$ cat src/hdl/imfe_pkg.sv
// Shared types, constants and decode functions for the ITCH message field extractor.
// No dependencies; all files but imfe_queue refer to it by scoped names.

package imfe_pkg;

	localparam int CLASS_W = 13;
	localparam logic [CLASS_W-1:0] CLASS_ENABLE_RESET = 13'h1FFF;
	localparam int QUEUE_DEPTH = 2;
	localparam int POS_W = 17;

	localparam logic [7:0] CHAR_A = 8'h41;
	localparam logic [7:0] CHAR_B = 8'h42;
	localparam logic [7:0] CHAR_F = 8'h46;
	localparam logic [7:0] CHAR_S = 8'h53;

	typedef enum logic [3:0] {
		CLS_SYS_EVENT = 4'd0,
		CLS_STOCK_DIR = 4'd1,
		CLS_TRADING   = 4'd2,
		CLS_REG_SHO   = 4'd3,
		CLS_PARTIC    = 4'd4,
		CLS_MWCB      = 4'd5,
		CLS_IPO       = 4'd6,
		CLS_LULD      = 4'd7,
		CLS_ORDER     = 4'd8,
		CLS_MODIFY    = 4'd9,
		CLS_TRADE     = 4'd10,
		CLS_NOII      = 4'd11,
		CLS_RPII      = 4'd12,
		CLS_NONE      = 4'd13
	} class_e;

	typedef enum logic [3:0] {
		SLOT_HDR,
		SLOT_TIME,
		SLOT_REF,
		SLOT_SIDE,
		SLOT_SHARES,
		SLOT_SYMBOL,
		SLOT_PRICE,
		SLOT_MPID,
		SLOT_NONE
	} slot_e;

	typedef struct packed {
		logic [31:0] hdr;
		logic [47:0] stamp;
		logic [63:0] ref_num;
		logic [7:0]  side;
		logic [31:0] shares;
		logic [63:0] symbol;
		logic [31:0] price;
		logic [31:0] mpid;
	} cap_t;

	typedef struct packed {
		logic        unknown;
		logic [7:0]  type_char;
		cap_t        cap;
	} rec_entry_t;

	localparam int ENTRY_W = $bits(rec_entry_t);

	// message body length by type byte, zero when the type is not known
	function automatic logic [7:0] size_lookup(input logic [7:0] t);
		logic [7:0] sz;
		case (t)
			8'h41: sz = 8'd36;
			8'h42: sz = 8'd19;
			8'h43: sz = 8'd36;
			8'h44: sz = 8'd19;
			8'h45: sz = 8'd31;
			8'h46: sz = 8'd40;
			8'h48: sz = 8'd25;
			8'h49: sz = 8'd50;
			8'h4A: sz = 8'd35;
			8'h4B: sz = 8'd28;
			8'h4C: sz = 8'd26;
			8'h4E: sz = 8'd20;
			8'h50: sz = 8'd44;
			8'h51: sz = 8'd40;
			8'h52: sz = 8'd39;
			8'h53: sz = 8'd12;
			8'h55: sz = 8'd35;
			8'h56: sz = 8'd35;
			8'h57: sz = 8'd12;
			8'h58: sz = 8'd23;
			8'h59: sz = 8'd20;
			8'h68: sz = 8'd21;
			default: sz = 8'd0;
		endcase
		return sz;
	endfunction

	function automatic class_e class_lookup(input logic [7:0] t);
		class_e c;
		case (t)
			8'h53:               c = CLS_SYS_EVENT;
			8'h52:               c = CLS_STOCK_DIR;
			8'h48, 8'h68:        c = CLS_TRADING;
			8'h59:               c = CLS_REG_SHO;
			8'h4C:               c = CLS_PARTIC;
			8'h56, 8'h57:        c = CLS_MWCB;
			8'h4B:               c = CLS_IPO;
			8'h4A:               c = CLS_LULD;
			8'h41, 8'h46:        c = CLS_ORDER;
			8'h45, 8'h43, 8'h58,
			8'h44, 8'h55:        c = CLS_MODIFY;
			8'h50, 8'h51, 8'h42: c = CLS_TRADE;
			8'h49:               c = CLS_NOII;
			8'h4E:               c = CLS_RPII;
			default:             c = CLS_NONE;
		endcase
		return c;
	endfunction

	// capture slot for a message byte index (type byte is index 0)
	function automatic slot_e slot_lookup(input logic [POS_W-1:0] idx);
		slot_e s;
		if (idx inside {[1:4]}) begin
			s = SLOT_HDR;
		end else if (idx inside {[5:10]}) begin
			s = SLOT_TIME;
		end else if (idx inside {[11:18]}) begin
			s = SLOT_REF;
		end else if (idx == 19) begin
			s = SLOT_SIDE;
		end else if (idx inside {[20:23]}) begin
			s = SLOT_SHARES;
		end else if (idx inside {[24:31]}) begin
			s = SLOT_SYMBOL;
		end else if (idx inside {[32:35]}) begin
			s = SLOT_PRICE;
		end else if (idx inside {[36:39]}) begin
			s = SLOT_MPID;
		end else begin
			s = SLOT_NONE;
		end
		return s;
	endfunction

endpackage

$ cat src/hdl/imfe_if.sv
// Channel interfaces of the ITCH message field extractor: byte feed, config write, result.
// Depends on imfe_pkg for the class-enable width.

interface imfe_byte_if;
	logic       valid;
	logic       ready;
	logic [7:0] data_byte;

	modport source (output valid, output data_byte, input ready);
	modport sink (input valid, input data_byte, output ready);
endinterface

interface imfe_cfg_if;
	logic                         valid;
	logic                         ready;
	logic [imfe_pkg::CLASS_W-1:0] class_enable;

	modport source (output valid, output class_enable, input ready);
	modport sink (input valid, input class_enable, output ready);
endinterface

interface imfe_result_if;
	logic        valid;
	logic        ready;
	logic        status;
	logic [7:0]  message_type;
	logic [15:0] locate_code;
	logic [15:0] tracking_id;
	logic [47:0] time_stamp;
	logic [7:0]  system_event;
	logic [63:0] order_number;
	logic        buy_side;
	logic [31:0] share_count;
	logic [63:0] symbol_bytes;
	logic [31:0] price_ticks;
	logic [31:0] participant_id;

	modport source (
		output valid, output status, output message_type, output locate_code,
		output tracking_id, output time_stamp, output system_event,
		output order_number, output buy_side, output share_count,
		output symbol_bytes, output price_ticks, output participant_id,
		input ready
	);
	modport sink (
		input valid, input status, input message_type, input locate_code,
		input tracking_id, input time_stamp, input system_event,
		input order_number, input buy_side, input share_count,
		input symbol_bytes, input price_ticks, input participant_id,
		output ready
	);
endinterface

$ cat src/hdl/itch_message_field_extractor_top.sv
// Top level of the ITCH message field extractor: front end, record queue, back end.
// Depends on imfe_pkg, imfe_if, imfe_front, imfe_queue and imfe_back.
//
// Usage:
//   feed   - record stream, one byte per transfer: 2-byte big-endian length prefix,
//            then the message starting with its type byte.
//   cfg    - class_enable write, always ready; write only while the block is idle.
//   result - one transfer per record of an enabled class, or per unknown type
//            (status 1, all fields but message_type zero). Disabled classes give none.
// Throughput: one byte per clock while the queue has room. Known types are framed
//   by the type table, unknown types by the prefix.
// Path: the queue is written at the transfer of the record's last byte; the back end
//   then pops it into the output register, which drives result.valid, once that
//   register is empty or its result is being taken.
// Stall: records wait in a queue of QUEUE_DEPTH entries behind the output register;
//   feed.ready drops only while that queue is full.
// Reset: byte position returns to the first prefix byte, queue and output empty,
//   class_enable back to all ones.

module itch_message_field_extractor_top #(
	parameter int QUEUE_DEPTH = imfe_pkg::QUEUE_DEPTH
) (
	input  logic          clk,
	input  logic          arst_n,
	imfe_byte_if.sink     feed,
	imfe_cfg_if.sink      cfg,
	imfe_result_if.source result
);

	logic                         q_push;
	logic                         q_pop;
	logic                         q_full;
	logic                         q_empty;
	imfe_pkg::rec_entry_t         q_wdata;
	logic [imfe_pkg::ENTRY_W-1:0] q_rdata;

	imfe_front u_front (
		.clk        (clk),
		.arst_n     (arst_n),
		.feed       (feed),
		.cfg        (cfg),
		.q_full     (q_full),
		.push       (q_push),
		.push_entry (q_wdata)
	);

	imfe_queue #(
		.WIDTH (imfe_pkg::ENTRY_W),
		.DEPTH (QUEUE_DEPTH)
	) u_queue (
		.clk       (clk),
		.arst_n    (arst_n),
		.push      (q_push),
		.push_data (q_wdata),
		.pop       (q_pop),
		.pop_data  (q_rdata),
		.full      (q_full),
		.empty     (q_empty)
	);

	imfe_back u_back (
		.clk     (clk),
		.arst_n  (arst_n),
		.q_empty (q_empty),
		.q_data  (q_rdata),
		.pop     (q_pop),
		.result  (result)
	);

	a_no_push_when_full: assert property (@(posedge clk) disable iff (!arst_n)
		q_push |-> !q_full)
		else $error("record pushed into a full queue");

	a_no_pop_when_empty: assert property (@(posedge clk) disable iff (!arst_n)
		q_pop |-> !q_empty)
		else $error("record popped from an empty queue");

	a_unknown_zero: assert property (@(posedge clk) disable iff (!arst_n)
		(result.valid && result.status) |->
		(result.locate_code == '0 && result.tracking_id == '0 &&
		 result.time_stamp == '0 && result.order_number == '0 &&
		 result.symbol_bytes == '0 && result.participant_id == '0))
		else $error("unknown-type result carries field data");

	a_mpid_only_f: assert property (@(posedge clk) disable iff (!arst_n)
		(result.valid && result.message_type != imfe_pkg::CHAR_F) |->
		(result.participant_id == '0))
		else $error("participant id on a non-F result");

	a_pop_loads_output: assert property (@(posedge clk) disable iff (!arst_n)
		q_pop |=> result.valid)
		else $error("popped record did not reach the output register");

endmodule

$ cat src/hdl/imfe_front.sv
// Front end: framing, field capture and class filtering, one byte per clock unless
// the queue is full. Uses imfe_pkg and imfe_if; pushes finished records into it.

module imfe_front (
	input  logic                     clk,
	input  logic                     arst_n,
	imfe_byte_if.sink                feed,
	imfe_cfg_if.sink                 cfg,
	input  logic                     q_full,
	output logic                     push,
	output imfe_pkg::rec_entry_t     push_entry
);

	localparam int PW = imfe_pkg::POS_W;

	logic [PW-1:0]                  pos_q;
	logic [PW-1:0]                  last_q;
	logic [15:0]                    prefix_q;
	logic [7:0]                     type_q;
	logic                           unknown_q;
	imfe_pkg::cap_t                 cap_q;
	logic [imfe_pkg::CLASS_W-1:0]   class_enable_q;

	logic                           acc;
	logic [7:0]                     b;
	logic                           at_type;
	logic [7:0]                     size_raw;
	logic [PW-1:0]                  len_body;
	logic [PW-1:0]                  last_n;
	logic [7:0]                     type_n;
	logic                           unknown_n;
	logic                           end_rec;
	logic                           emit;
	imfe_pkg::class_e               cls;
	imfe_pkg::slot_e                slot;
	imfe_pkg::cap_t                 cap_n;

	assign feed.ready = !q_full;
	assign cfg.ready  = 1'b1;
	assign acc        = feed.valid && feed.ready;
	assign b          = feed.data_byte;
	assign at_type    = (pos_q == PW'(2));

	always_comb begin
		size_raw  = imfe_pkg::size_lookup(b);
		unknown_n = at_type ? (size_raw == 8'd0) : unknown_q;
		type_n    = at_type ? b : type_q;
		if (size_raw != 8'd0) begin
			len_body = PW'(size_raw);
		end else if (prefix_q == 16'd0) begin
			len_body = PW'(1);
		end else begin
			len_body = PW'(prefix_q);
		end
		last_n = len_body + PW'(1);

		if (at_type) begin
			end_rec = (last_n == PW'(2));
		end else begin
			end_rec = (pos_q >= PW'(3)) && (pos_q == last_q);
		end

		cls  = imfe_pkg::class_lookup(type_n);
		emit = unknown_n || ((cls != imfe_pkg::CLS_NONE) && class_enable_q[cls]);
		push = acc && end_rec && emit;

		slot  = imfe_pkg::slot_lookup(pos_q - PW'(2));
		cap_n = cap_q;
		if (at_type) begin
			cap_n = '0;
		end else if (pos_q >= PW'(3)) begin
			case (slot)
				imfe_pkg::SLOT_HDR:    cap_n.hdr     = {cap_q.hdr[23:0], b};
				imfe_pkg::SLOT_TIME:   cap_n.stamp   = {cap_q.stamp[39:0], b};
				imfe_pkg::SLOT_REF:    cap_n.ref_num = {cap_q.ref_num[55:0], b};
				imfe_pkg::SLOT_SIDE:   cap_n.side    = b;
				imfe_pkg::SLOT_SHARES: cap_n.shares  = {cap_q.shares[23:0], b};
				imfe_pkg::SLOT_SYMBOL: cap_n.symbol  = {cap_q.symbol[55:0], b};
				imfe_pkg::SLOT_PRICE:  cap_n.price   = {cap_q.price[23:0], b};
				imfe_pkg::SLOT_MPID:   cap_n.mpid    = {cap_q.mpid[23:0], b};
				default: ;
			endcase
		end

		push_entry.unknown   = unknown_n;
		push_entry.type_char = type_n;
		push_entry.cap       = cap_n;
	end

	always_ff @(posedge clk or negedge arst_n) begin
		if (!arst_n) begin
			pos_q          <= '0;
			class_enable_q <= imfe_pkg::CLASS_ENABLE_RESET;
		end else begin
			if (cfg.valid && cfg.ready) begin
				class_enable_q <= cfg.class_enable;
			end
			if (acc) begin
				if (end_rec) begin
					pos_q <= '0;
				end else begin
					pos_q <= pos_q + PW'(1);
				end
			end
		end
	end

	always_ff @(posedge clk) begin
		if (acc) begin
			cap_q <= cap_n;
			case (pos_q)
				PW'(0): prefix_q[15:8] <= b;
				PW'(1): prefix_q[7:0]  <= b;
				PW'(2): begin
					type_q    <= b;
					unknown_q <= unknown_n;
					last_q    <= last_n;
				end
				default: ;
			endcase
		end
	end

endmodule

$ cat src/hdl/imfe_queue.sv
// Short register queue between front and back end.
// No package dependency; width and depth come from the parent.

module imfe_queue #(
	parameter int WIDTH = 8,
	parameter int DEPTH = 2
) (
	input  logic             clk,
	input  logic             arst_n,
	input  logic             push,
	input  logic [WIDTH-1:0] push_data,
	input  logic             pop,
	output logic [WIDTH-1:0] pop_data,
	output logic             full,
	output logic             empty
);

	localparam int PTR_W = (DEPTH > 1) ? $clog2(DEPTH) : 1;
	localparam int CNT_W = $clog2(DEPTH + 1);

	logic [WIDTH-1:0] mem_q [DEPTH];
	logic [PTR_W-1:0] wr_ptr_q;
	logic [PTR_W-1:0] rd_ptr_q;
	logic [CNT_W-1:0] count_q;

	assign full     = (count_q == CNT_W'(DEPTH));
	assign empty    = (count_q == '0);
	assign pop_data = mem_q[rd_ptr_q];

	always_ff @(posedge clk or negedge arst_n) begin
		if (!arst_n) begin
			wr_ptr_q <= '0;
			rd_ptr_q <= '0;
			count_q  <= '0;
		end else begin
			if (push) begin
				wr_ptr_q <= (wr_ptr_q == PTR_W'(DEPTH - 1)) ? '0 : wr_ptr_q + PTR_W'(1);
			end
			if (pop) begin
				rd_ptr_q <= (rd_ptr_q == PTR_W'(DEPTH - 1)) ? '0 : rd_ptr_q + PTR_W'(1);
			end
			if (push && !pop) begin
				count_q <= count_q + CNT_W'(1);
			end else if (pop && !push) begin
				count_q <= count_q - CNT_W'(1);
			end
		end
	end

	always_ff @(posedge clk) begin
		if (push) begin
			mem_q[wr_ptr_q] <= push_data;
		end
	end

endmodule

$ cat src/hdl/imfe_back.sv
// Back end: pops records, formats the result fields per type, holds the output register.
// Depends on imfe_pkg and imfe_if.

module imfe_back (
	input  logic                         clk,
	input  logic                         arst_n,
	input  logic                         q_empty,
	input  logic [imfe_pkg::ENTRY_W-1:0] q_data,
	output logic                         pop,
	imfe_result_if.source                result
);

	imfe_pkg::rec_entry_t e;
	logic                 valid_q;
	logic                 is_order;

	assign e            = q_data;
	assign pop          = !q_empty && (!valid_q || result.ready);
	assign result.valid = valid_q;
	assign is_order     = (e.type_char == imfe_pkg::CHAR_A) || (e.type_char == imfe_pkg::CHAR_F);

	always_ff @(posedge clk or negedge arst_n) begin
		if (!arst_n) begin
			valid_q <= 1'b0;
		end else if (pop) begin
			valid_q <= 1'b1;
		end else if (result.ready) begin
			valid_q <= 1'b0;
		end
	end

	always_ff @(posedge clk) begin
		if (pop) begin
			result.status          <= e.unknown;
			result.message_type    <= e.type_char;
			result.locate_code     <= '0;
			result.tracking_id     <= '0;
			result.time_stamp      <= '0;
			result.system_event    <= '0;
			result.order_number    <= '0;
			result.buy_side        <= 1'b0;
			result.share_count     <= '0;
			result.symbol_bytes    <= '0;
			result.price_ticks     <= '0;
			result.participant_id  <= '0;
			if (!e.unknown) begin
				result.locate_code <= e.cap.hdr[31:16];
				result.tracking_id <= e.cap.hdr[15:0];
				result.time_stamp  <= e.cap.stamp;
				if (e.type_char == imfe_pkg::CHAR_S) begin
					result.system_event <= e.cap.ref_num[7:0];
				end
				if (is_order) begin
					result.order_number <= e.cap.ref_num;
					result.buy_side     <= (e.cap.side == imfe_pkg::CHAR_B);
					result.share_count  <= e.cap.shares;
					result.symbol_bytes <= e.cap.symbol;
					result.price_ticks  <= e.cap.price;
					if (e.type_char == imfe_pkg::CHAR_F) begin
						result.participant_id <= e.cap.mpid;
					end
				end
			end
		end
	end

endmodule
$ cat src/flat_wrapper.sv
// flat-port wrapper written by rule: the top's interface ports become plain ports
module itch_message_field_extractor_top_flat 
#(
	parameter int QUEUE_DEPTH = imfe_pkg::QUEUE_DEPTH
)
  (clk, arst_n, feed_valid, feed_data_byte, feed_ready, cfg_valid, cfg_class_enable, cfg_ready, result_valid, result_status, result_message_type, result_locate_code, result_tracking_id, result_time_stamp, result_system_event, result_order_number, result_buy_side, result_share_count, result_symbol_bytes, result_price_ticks, result_participant_id, result_ready);
  imfe_byte_if feed_i ();
  imfe_cfg_if cfg_i ();
  imfe_result_if result_i ();
  input  logic clk;
  input  logic arst_n;
  input wire logic [$bits(feed_i.valid)-1:0] feed_valid;
  input wire logic [$bits(feed_i.data_byte)-1:0] feed_data_byte;
  output wire logic [$bits(feed_i.ready)-1:0] feed_ready;
  input wire logic [$bits(cfg_i.valid)-1:0] cfg_valid;
  input wire logic [$bits(cfg_i.class_enable)-1:0] cfg_class_enable;
  output wire logic [$bits(cfg_i.ready)-1:0] cfg_ready;
  output wire logic [$bits(result_i.valid)-1:0] result_valid;
  output wire logic [$bits(result_i.status)-1:0] result_status;
  output wire logic [$bits(result_i.message_type)-1:0] result_message_type;
  output wire logic [$bits(result_i.locate_code)-1:0] result_locate_code;
  output wire logic [$bits(result_i.tracking_id)-1:0] result_tracking_id;
  output wire logic [$bits(result_i.time_stamp)-1:0] result_time_stamp;
  output wire logic [$bits(result_i.system_event)-1:0] result_system_event;
  output wire logic [$bits(result_i.order_number)-1:0] result_order_number;
  output wire logic [$bits(result_i.buy_side)-1:0] result_buy_side;
  output wire logic [$bits(result_i.share_count)-1:0] result_share_count;
  output wire logic [$bits(result_i.symbol_bytes)-1:0] result_symbol_bytes;
  output wire logic [$bits(result_i.price_ticks)-1:0] result_price_ticks;
  output wire logic [$bits(result_i.participant_id)-1:0] result_participant_id;
  input wire logic [$bits(result_i.ready)-1:0] result_ready;
  assign feed_i.valid = feed_valid;
  assign feed_i.data_byte = feed_data_byte;
  assign feed_ready = feed_i.ready;
  assign cfg_i.valid = cfg_valid;
  assign cfg_i.class_enable = cfg_class_enable;
  assign cfg_ready = cfg_i.ready;
  assign result_valid = result_i.valid;
  assign result_status = result_i.status;
  assign result_message_type = result_i.message_type;
  assign result_locate_code = result_i.locate_code;
  assign result_tracking_id = result_i.tracking_id;
  assign result_time_stamp = result_i.time_stamp;
  assign result_system_event = result_i.system_event;
  assign result_order_number = result_i.order_number;
  assign result_buy_side = result_i.buy_side;
  assign result_share_count = result_i.share_count;
  assign result_symbol_bytes = result_i.symbol_bytes;
  assign result_price_ticks = result_i.price_ticks;
  assign result_participant_id = result_i.participant_id;
  assign result_i.ready = result_ready;
  itch_message_field_extractor_top #(.QUEUE_DEPTH(QUEUE_DEPTH)) u_core (.clk(clk), .arst_n(arst_n), .feed(feed_i), .cfg(cfg_i), .result(result_i));
endmodule
$ cat config.mk
export PLATFORM = sky130hd
export DESIGN_NAME = itch_message_field_extractor_top_flat
export DESIGN_NICKNAME = d
export VERILOG_FILES = /design/src/hdl/imfe_pkg.sv /design/src/hdl/imfe_if.sv /design/src/hdl/itch_message_field_extractor_top.sv /design/src/hdl/imfe_front.sv /design/src/hdl/imfe_queue.sv /design/src/hdl/imfe_back.sv /design/src/flat_wrapper.sv
export SDC_FILE = /design/constraint.sdc
export NUM_CORES = 2
export LEC_CHECK = 0
export BUFFER_PORTS_ARGS = -buffer_cell sky130_fd_sc_hd__buf_2
export CORE_ASPECT_RATIO = 1.25
export CORE_MARGIN = 2
export CORE_UTILIZATION = 60
export DETAILED_ROUTE_END_ITERATION = 8
export HOLD_SLACK_MARGIN = 0.06
export PLACE_DENSITY = 0.84
export SYNTH_ARGS = -nofsm -noshare
export SYNTH_HDL_FRONTEND = slang
export SYNTH_SLANG_ARGS = --single-unit
$ cat constraint.sdc
create_clock -name clk -period 49.5 [get_ports clk]
set_input_delay 2.475 -clock clk [delete_from_list [all_inputs] [get_ports clk]]
set_output_delay 2.475 -clock clk [all_outputs]
set_load 0.005 [all_outputs]
* Word-level counts from Yosys, hierarchy flattened
Memories as Yosys holds them, arrays and structs flattened.
Cells that the tools add are included.
** Cells by class
- Bitwise logic cells :: 3
- Order comparisons :: 16
- $add $sub $neg :: 7
- Multiplexer cells :: 36
- Equal/unequal tests :: 62
- Reduce and logical (&&, ||, !) cells :: 48
** Operator list (number)
- two-way mux 312 bit :: 2
- equality test 8 x 7 -> 1 bit (second input constant) :: 48
- two-way mux 32 bit :: 4
- two-way mux 64 bit :: 2
- one-hot mux 6 bit (15 select lines) :: 1
- one-hot mux 4 bit (13 select lines) :: 1
- <= comparator 17 x 5 -> 1 bit (second input constant) :: 3
- two-way mux 48 bit :: 1
- adder 17 x 1 -> 17 bit (second input constant) :: 2
- equality test 17 x 2 -> 1 bit (second input constant) :: 2
- greater-or-equal comparator 17 x 5 -> 1 bit (second input constant) :: 2
- greater-or-equal comparator 17 x 6 -> 1 bit (second input constant) :: 2
- <= comparator 17 x 6 -> 1 bit (second input constant) :: 2
- two-way mux 16 bit :: 2
- two-way mux 4 bit :: 8
- OR reduction 2 bit :: 10
- equality test 17 x 1 -> 1 bit (second input constant) :: 1
- equality test 17 bit :: 1
- equality test 17 x 5 -> 1 bit (second input constant) :: 1
- greater-or-equal comparator 17 x 1 -> 1 bit (second input constant) :: 1
- greater-or-equal comparator 17 x 2 -> 1 bit (second input constant) :: 1
- greater-or-equal comparator 17 x 3 -> 1 bit (second input constant) :: 1
- greater-or-equal comparator 17 x 4 -> 1 bit (second input constant) :: 1
- <= comparator 17 x 3 -> 1 bit (second input constant) :: 1
- other kinds (30) :: 72
** Storage, ports and cells
- Output and inout bits :: 325
- Logic and storage cells :: 204
- Memories :: 1
- Register bits :: 711
- RAM bits :: 642
- Input port bits :: 26
** Memory list
- u_core.u_queue.mem_q :: depth 2, width 321, read ports 1, clocked after Yosys merged registers in 0, wr ports 1, line imfe_queue.sv:21 : logic [WIDTH-1:0] mem_q [DEPTH];

* Logic depth before layout (Yosys ltp)
- Depth in word-level cells :: 15
- Mapped depth :: 21
- Depth with buffers taken out :: 18

* Modules after synthesis
Synthesis repeated with hierarchy kept, for this count alone.
** Second synthesis, totals
- Cells, all modules :: 3329
- Area total of the unflattened synthesis :: 55298.0 µm²
** Modules (own cells, without submodules)
- imfe_queue :: sequential area each 19378.6 µm², cells an instance 1015, instances 1, area an instance 23603.9 µm²
- imfe_front :: sequential area each 11397.2 µm², cells an instance 1629, instances 1, area an instance 19651.3 µm²
- imfe_back :: sequential area each 9694.3 µm², cells an instance 685, instances 1, area an instance 12042.8 µm²

* Least setup slack after synthesis
OpenSTA, ideal clock, no wires.
- Path kind :: input port to flip-flop
- From :: input feed_data_byte[1]
- To :: memory u_core.u_queue.mem_q[0][0] (netlist name) (enable)
- Stages :: 16
- Slack :: 12.116 ns
- Data arrival time :: 35.595 ns
- Required time :: 47.710 ns
- Library setup time :: 1.790 ns
- Buffers on the path :: 3
- Cell sequence :: clkbuf_1 -> buf_2 -> nor2_1 -> a2111oi_0 -> o21ai_0 -> nand3_1 -> and2_1 -> ha_1 -> o31ai_1 -> or4_4 -> buf_6 -> o21a_1 -> o21ai_1 -> and4bb_1 -> a41oi_4 -> nor4_1
** On the way
- Longest elaborated chain between the ends :: 12
- Elaborated cells between the ends (all ways) :: 74
- Those cells by class :: add/sub: 1; eq/ne: 46; mux: 10; reduce/logical: 17
** RTL lines
- start, declared :: line flat_wrapper.sv:13 : input wire logic [$bits(feed_i.data_byte)-1:0] feed_data_byte;
- equality test 8 x 7 -> 1 bit :: line imfe_pkg.sv:67 : case (t)
- OR reduction 3 bit (no source line) / OR reduction 2 bit (equally long branches)
- one-hot mux 6 bit (15 select lines) :: line imfe_pkg.sv:67
- nonzero test 8 bit :: line imfe_front.sv:48 : if (size_raw != 8'd0) begin
- two-way mux 16 bit :: line imfe_front.sv:48
- adder 17 x 1 -> 17 bit :: line imfe_front.sv:55 : last_n = len_body + PW'(1);
- equality test 17 x 2 -> 1 bit :: line imfe_front.sv:58 : end_rec = (last_n == PW'(2));
- two-way mux 1 bit :: line imfe_front.sv:57 : if (at_type) begin
- logical AND 1 bit :: line imfe_front.sv:65 : push = acc && end_rec && emit;
- logical AND 1 bit (*) :: line imfe_front.sv:65
- two-way mux 1 bit (*) :: line imfe_queue.sv:51 : if (push) begin
- two-way mux 1 bit (implied by the code) (*) :: line imfe_queue.sv:52 : mem_q[wr_ptr_q] <= push_data;
- end, declared :: line imfe_queue.sv:21
Mark *: on every way between the ends. The rest lies on a longest branch, timed or not. The select of a mux whose other input is x is not followed.

* Worst setup path after layout
- From :: input feed_data_byte[4]
- To :: memory u_core.u_queue.mem_q[1][242] (netlist name) (enable)
** On the way
- Longest elaborated chain between the ends :: 12
- Elaborated cells between the ends (all ways) :: 74
- Those cells by class :: add/sub: 1; eq/ne: 46; mux: 10; reduce/logical: 17
** RTL lines
- equality test 8 x 7 -> 1 bit :: line imfe_pkg.sv:67
- OR reduction 3 bit (no source line) / OR reduction 2 bit (equally long branches)
- one-hot mux 6 bit (15 select lines) :: line imfe_pkg.sv:67
- nonzero test 8 bit :: line imfe_front.sv:48
- two-way mux 16 bit :: line imfe_front.sv:48
- adder 17 x 1 -> 17 bit :: line imfe_front.sv:55
- equality test 17 x 2 -> 1 bit :: line imfe_front.sv:58
- two-way mux 1 bit :: line imfe_front.sv:57
- logical AND 1 bit :: line imfe_front.sv:65
- logical AND 1 bit (*) :: line imfe_front.sv:65
- via u_core.q_push :: line itch_message_field_extractor_top.sv:30 : logic q_push;
- two-way mux 1 bit (*) :: line imfe_queue.sv:51
- two-way mux 1 bit (implied by the code) (*) :: line imfe_queue.sv:52
The timed path passes the listed nets; every way through them passes the cells marked *. The select of a mux whose other input is x is not followed.

==> run metrics <==
worst hold-check path type=flip-flop to flip-flop; post-route ant nets=0; CTS sink count=around 1400; post-synthesis instance area=around 53000 µm²; Critical Path End Type=flip-flop; transition time of the tightest slew-check pin=1.28 ns; TritonCTS Buffers=115; flop and latch count out of synthesis=1353; routability-driven placement congestion ratio=0.825; number of stages on the worst hold path=1; Syn. warnings=0; Final Instance Area=59800 µm²; Overflow after GRT=0; number of hold buffers added after CTS=0; maximum buffer depth of the clock tree=3; number of nets in the finished design=3943; first-pass GRT wire length=roughly 180 mm; FFs w/ async S/R, synth=2.59%; H-Tree Level Count=3; clock insertion delay at the later pin of the skew report=0.71 ns; full die area=91400 µm²; number of enable flip-flop cells after synthesis=1318; unrepaired setup endpoints after global routing=no; status=complete, no violations; count of buffers from port buffering=349; clk root buf=sky130_fd_sc_hd__clkbuf_16; Sum Neg Setup Slack=0 ns; final WL=117 mm; DRT Pass-1 Iters=6; number of unique standard cell types used by synthesis=87; max-capacitance violation count=0; Worst IR Drop VDD=0.0507 mV; data required time of the worst path=49.81 ns; count of instances resized after the clock tree is built=0; power per unit of standard cell area=51.2 nW/µm²; half-perimeter wire length after placement=70.4 mm; Avg Cell Area, Syn=14.7 µm²; average wire per standard cell=22.5 µm; die boundary width=271 µm; final clock skew=0.0304 ns; min cycle time layout=between 9 and 10 ns; antenna violations before repair=1; ys flop type=sky130_fd_sc_hd__edfxtp_1; vias in the first global route=29858; largest net degree at the start of global routing=around 180; Area Overhead vs Synth=12.1%; number of setup violations in the final report=0; total number of placement rows=122; placed inst area=56100 µm²; maximum single-stage delay on the critical path=~0.95 ns; floorplan die height=337 µm; overall routing resource usage=25.0%; leakage power figure=between 20 and 25 nW; share of the clock period used by the worst path=a little under a fifth; sequential cell area fraction in the yosys report=75.8%; cell at the slowest stage of the critical path=sky130_fd_sc_hd__buf_4; Reg2Reg Depth=13; Final Max Tran Viols=0; R2R setup slack=between 40 and 50 ns; Filler cells=around 5700; core region area=about 88000 µm²; category of the most critical setup path=primary input to flip-flop; Crit path arrival time=roughly 9.4 ns; num ports=351; ratio of routed vias to standard cells=5.93; Starting Density=60.4%; fraction of final layout cells with drive strength greater than 1=15.5%; max-slew headroom at the worst pin=between 10% and 20%; setup repair bufs after CTS=0; Worst setup SP type=primary input; Max Freq=approximately 0.11 GHz; most frequent CP cell=sky130_fd_sc_hd__buf_4; number of instances in the synthesized netlist=~3600; post-detailed-route DRC marker count=0; detailed-route via count=30688; TritonCTS clock tree=yes; combined area of the multi-input logic cells=about 12000 µm²; CP Max Fanout=77; CP cell instances=buf_2, inv_2, a2111oi_0, o21ai_0, nand3_1, and2_1, ha_1, o31ai_1, or4_4, o21a_1, o21ai_1, and4bb_1, a41oi_4, nor3_2, and2_4, buf_4, buf_4; iteration-0 DRC count of the detailed router=3402; syn_nets=around 3700; endpoints failing hold=0; sequential cell area in the final layout=40500 µm²; clock slew seen by the registers of the worst setup and hold paths=0.06 ns
[cells by family after synthesis]
family,count (synthesis),share of synthesized area [%]
DFF,1353,75.8
and+or+nand+nor,1190,9.47
muxes,407,7.69
AOI/OAI and AO/OA,368,4.02
buffers and inverters,242,1.79
xor gates and xnor gates,55,0.903
adders and majority gates,13,0.305
other,1,0.00703
[placed cells by master (no fill, tap or decap), types with 9 or more instances in the layout]
cell and n:
sky130_fd_sc_hd__xnor2_1 33, sky130_fd_sc_hd__clkinv_2 20, sky130_fd_sc_hd__edfxtp_1 1318, sky130_fd_sc_hd__and3_1 12, sky130_fd_sc_hd__xor2_1 22, sky130_fd_sc_hd__inv_1 16
sky130_fd_sc_hd__ha_1 13, sky130_fd_sc_hd__clkinv_1 31, sky130_fd_sc_hd__nor2b_1 13, sky130_fd_sc_hd__nand3_1 19, sky130_fd_sc_hd__nor3b_1 9, sky130_fd_sc_hd__nand4_1 11
sky130_fd_sc_hd__nor4_1 15, sky130_fd_sc_hd__a21oi_1 251, sky130_fd_sc_hd__o21ai_0 30, sky130_fd_sc_hd__buf_4 27, sky130_fd_sc_hd__mux2i_1 384, sky130_fd_sc_hd__buf_2 349
sky130_fd_sc_hd__a31oi_1 12, sky130_fd_sc_hd__clkbuf_16 115, sky130_fd_sc_hd__nor3_1 23, sky130_fd_sc_hd__mux2_2 22, sky130_fd_sc_hd__dfstp_2 13, sky130_fd_sc_hd__clkbuf_1 19
sky130_fd_sc_hd__nand2_1 545, sky130_fd_sc_hd__nand2b_1 21, sky130_fd_sc_hd__bufinv_16 12, sky130_fd_sc_hd__nor2_1 447, sky130_fd_sc_hd__dfrtp_1 21
[critical path, delay by kind of cell]
family | cells | cell delay [ns]
AO/OA/AOI/OAI | 6 | 1.44
adder cells (fa/ha/maj) | 1 | 0.20
buffers and inverters | 4 | 2.78
AND/OR/NAND/NOR | 6 | 2.29
[sequential cells by signal (all words and copies together), names as in the netlist, 32 cells and up]
name and cells:
u_core.u_back.result.order_number 64, u_core.u_back.result.participant_id 32, u_core.u_back.result.price_ticks 32, u_core.u_back.result.share_count 32
u_core.u_back.result.symbol_bytes 64, u_core.u_back.result.time_stamp 48, u_core.u_front.cap_q 312, u_core.u_queue.mem_q 642
[final cells by class]
type                    instances  area share, %
multi-input cells            2034           20.1
diodes                          1        0.00418
well taps                    1178           2.46
clock buffers                 138           5.02
clock inverters                73           1.19
inverters                      19          0.144
repair buffers                381           3.43
flip-flops and latches       1353           67.7
[per-layer routing]
metal  wire length (µm)  share of wire, %  track usage (%)
met5                 17             0.015                0
met4               4680               4.0             10.3
met3               7270               6.2             3.16
met2              59300                51             42.9
met1              45300                39             32.7
[final timing paths]
path,start,end
hold / removal,u_core.u_queue.wr_ptr_q,u_core.u_queue.wr_ptr_q
setup / recovery,feed_data_byte[4],u_core.u_queue.mem_q[1][242]
max in group asynchronous,arst_n,u_core.u_queue.rd_ptr_q
setup reg to reg,u_core.u_front.pos_q[15],u_core.u_queue.mem_q[1][242]
hold reg to reg,u_core.u_queue.wr_ptr_q,u_core.u_queue.wr_ptr_q
min in group asynchronous,arst_n,u_core.u_queue.count_q[1]
[Yosys cell counts, drive strengths merged, types with 11 or more instances]
| cell type | count | area, µm² |
|---|---|---|
| xnor2 | 33 | 289 |
| and3 | 12 | 75.1 |
| dfstp | 13 | 342 |
| a31oi | 12 | 75.1 |
| clkbuf | 186 | 698 |
| buf | 37 | 184 |
| nor2 | 451 | 1690 |
| mux2i | 384 | 3840 |
| dfrtp | 22 | 551 |
| o21ai | 35 | 179 |
| nand3 | 20 | 100 |
| mux2 | 23 | 259 |
| edfxtp | 1318 | 39600 |
| nor4 | 20 | 159 |
| ha | 13 | 163 |
| nand2 | 545 | 2050 |
| nand4 | 11 | 68.8 |
| nand2b | 22 | 138 |
| nor3 | 26 | 140 |
| xor2 | 22 | 193 |
| a21oi | 252 | 1270 |
| inv | 19 | 71.3 |
| nor3b | 11 | 87.6 |
| nor2b | 13 | 81.3 |
[per-stage QoR]
step | util [%] | hold WS (ns) | cells | power (mW) | setup WS (ns)
after floorplan | - | 0.455 | 3629 | 2.00 | 12.12
final | 67.7 | 0.528 | 5177 | 3.06 | 40.44
after detailed placement | 63.5 | 0.514 | 4965 | 2.19 | 39.78
after global routing | 67.7 | 0.550 | 5176 | 3.18 | 40.06
after global placement | 63.5 | 0.500 | 4965 | 2.17 | 39.83
after CTS | 67.7 | 0.526 | 5176 | 3.08 | 40.50
[power by group]
group / internal [mW] / switching (mW)
Sequential: 1.53 / 0.0929
Clock: 0.495 / 0.394
Combinational: 0.200 / 0.354
Total: 2.22 / 0.841
No activity file was read; power rests on OpenSTA's default activity.
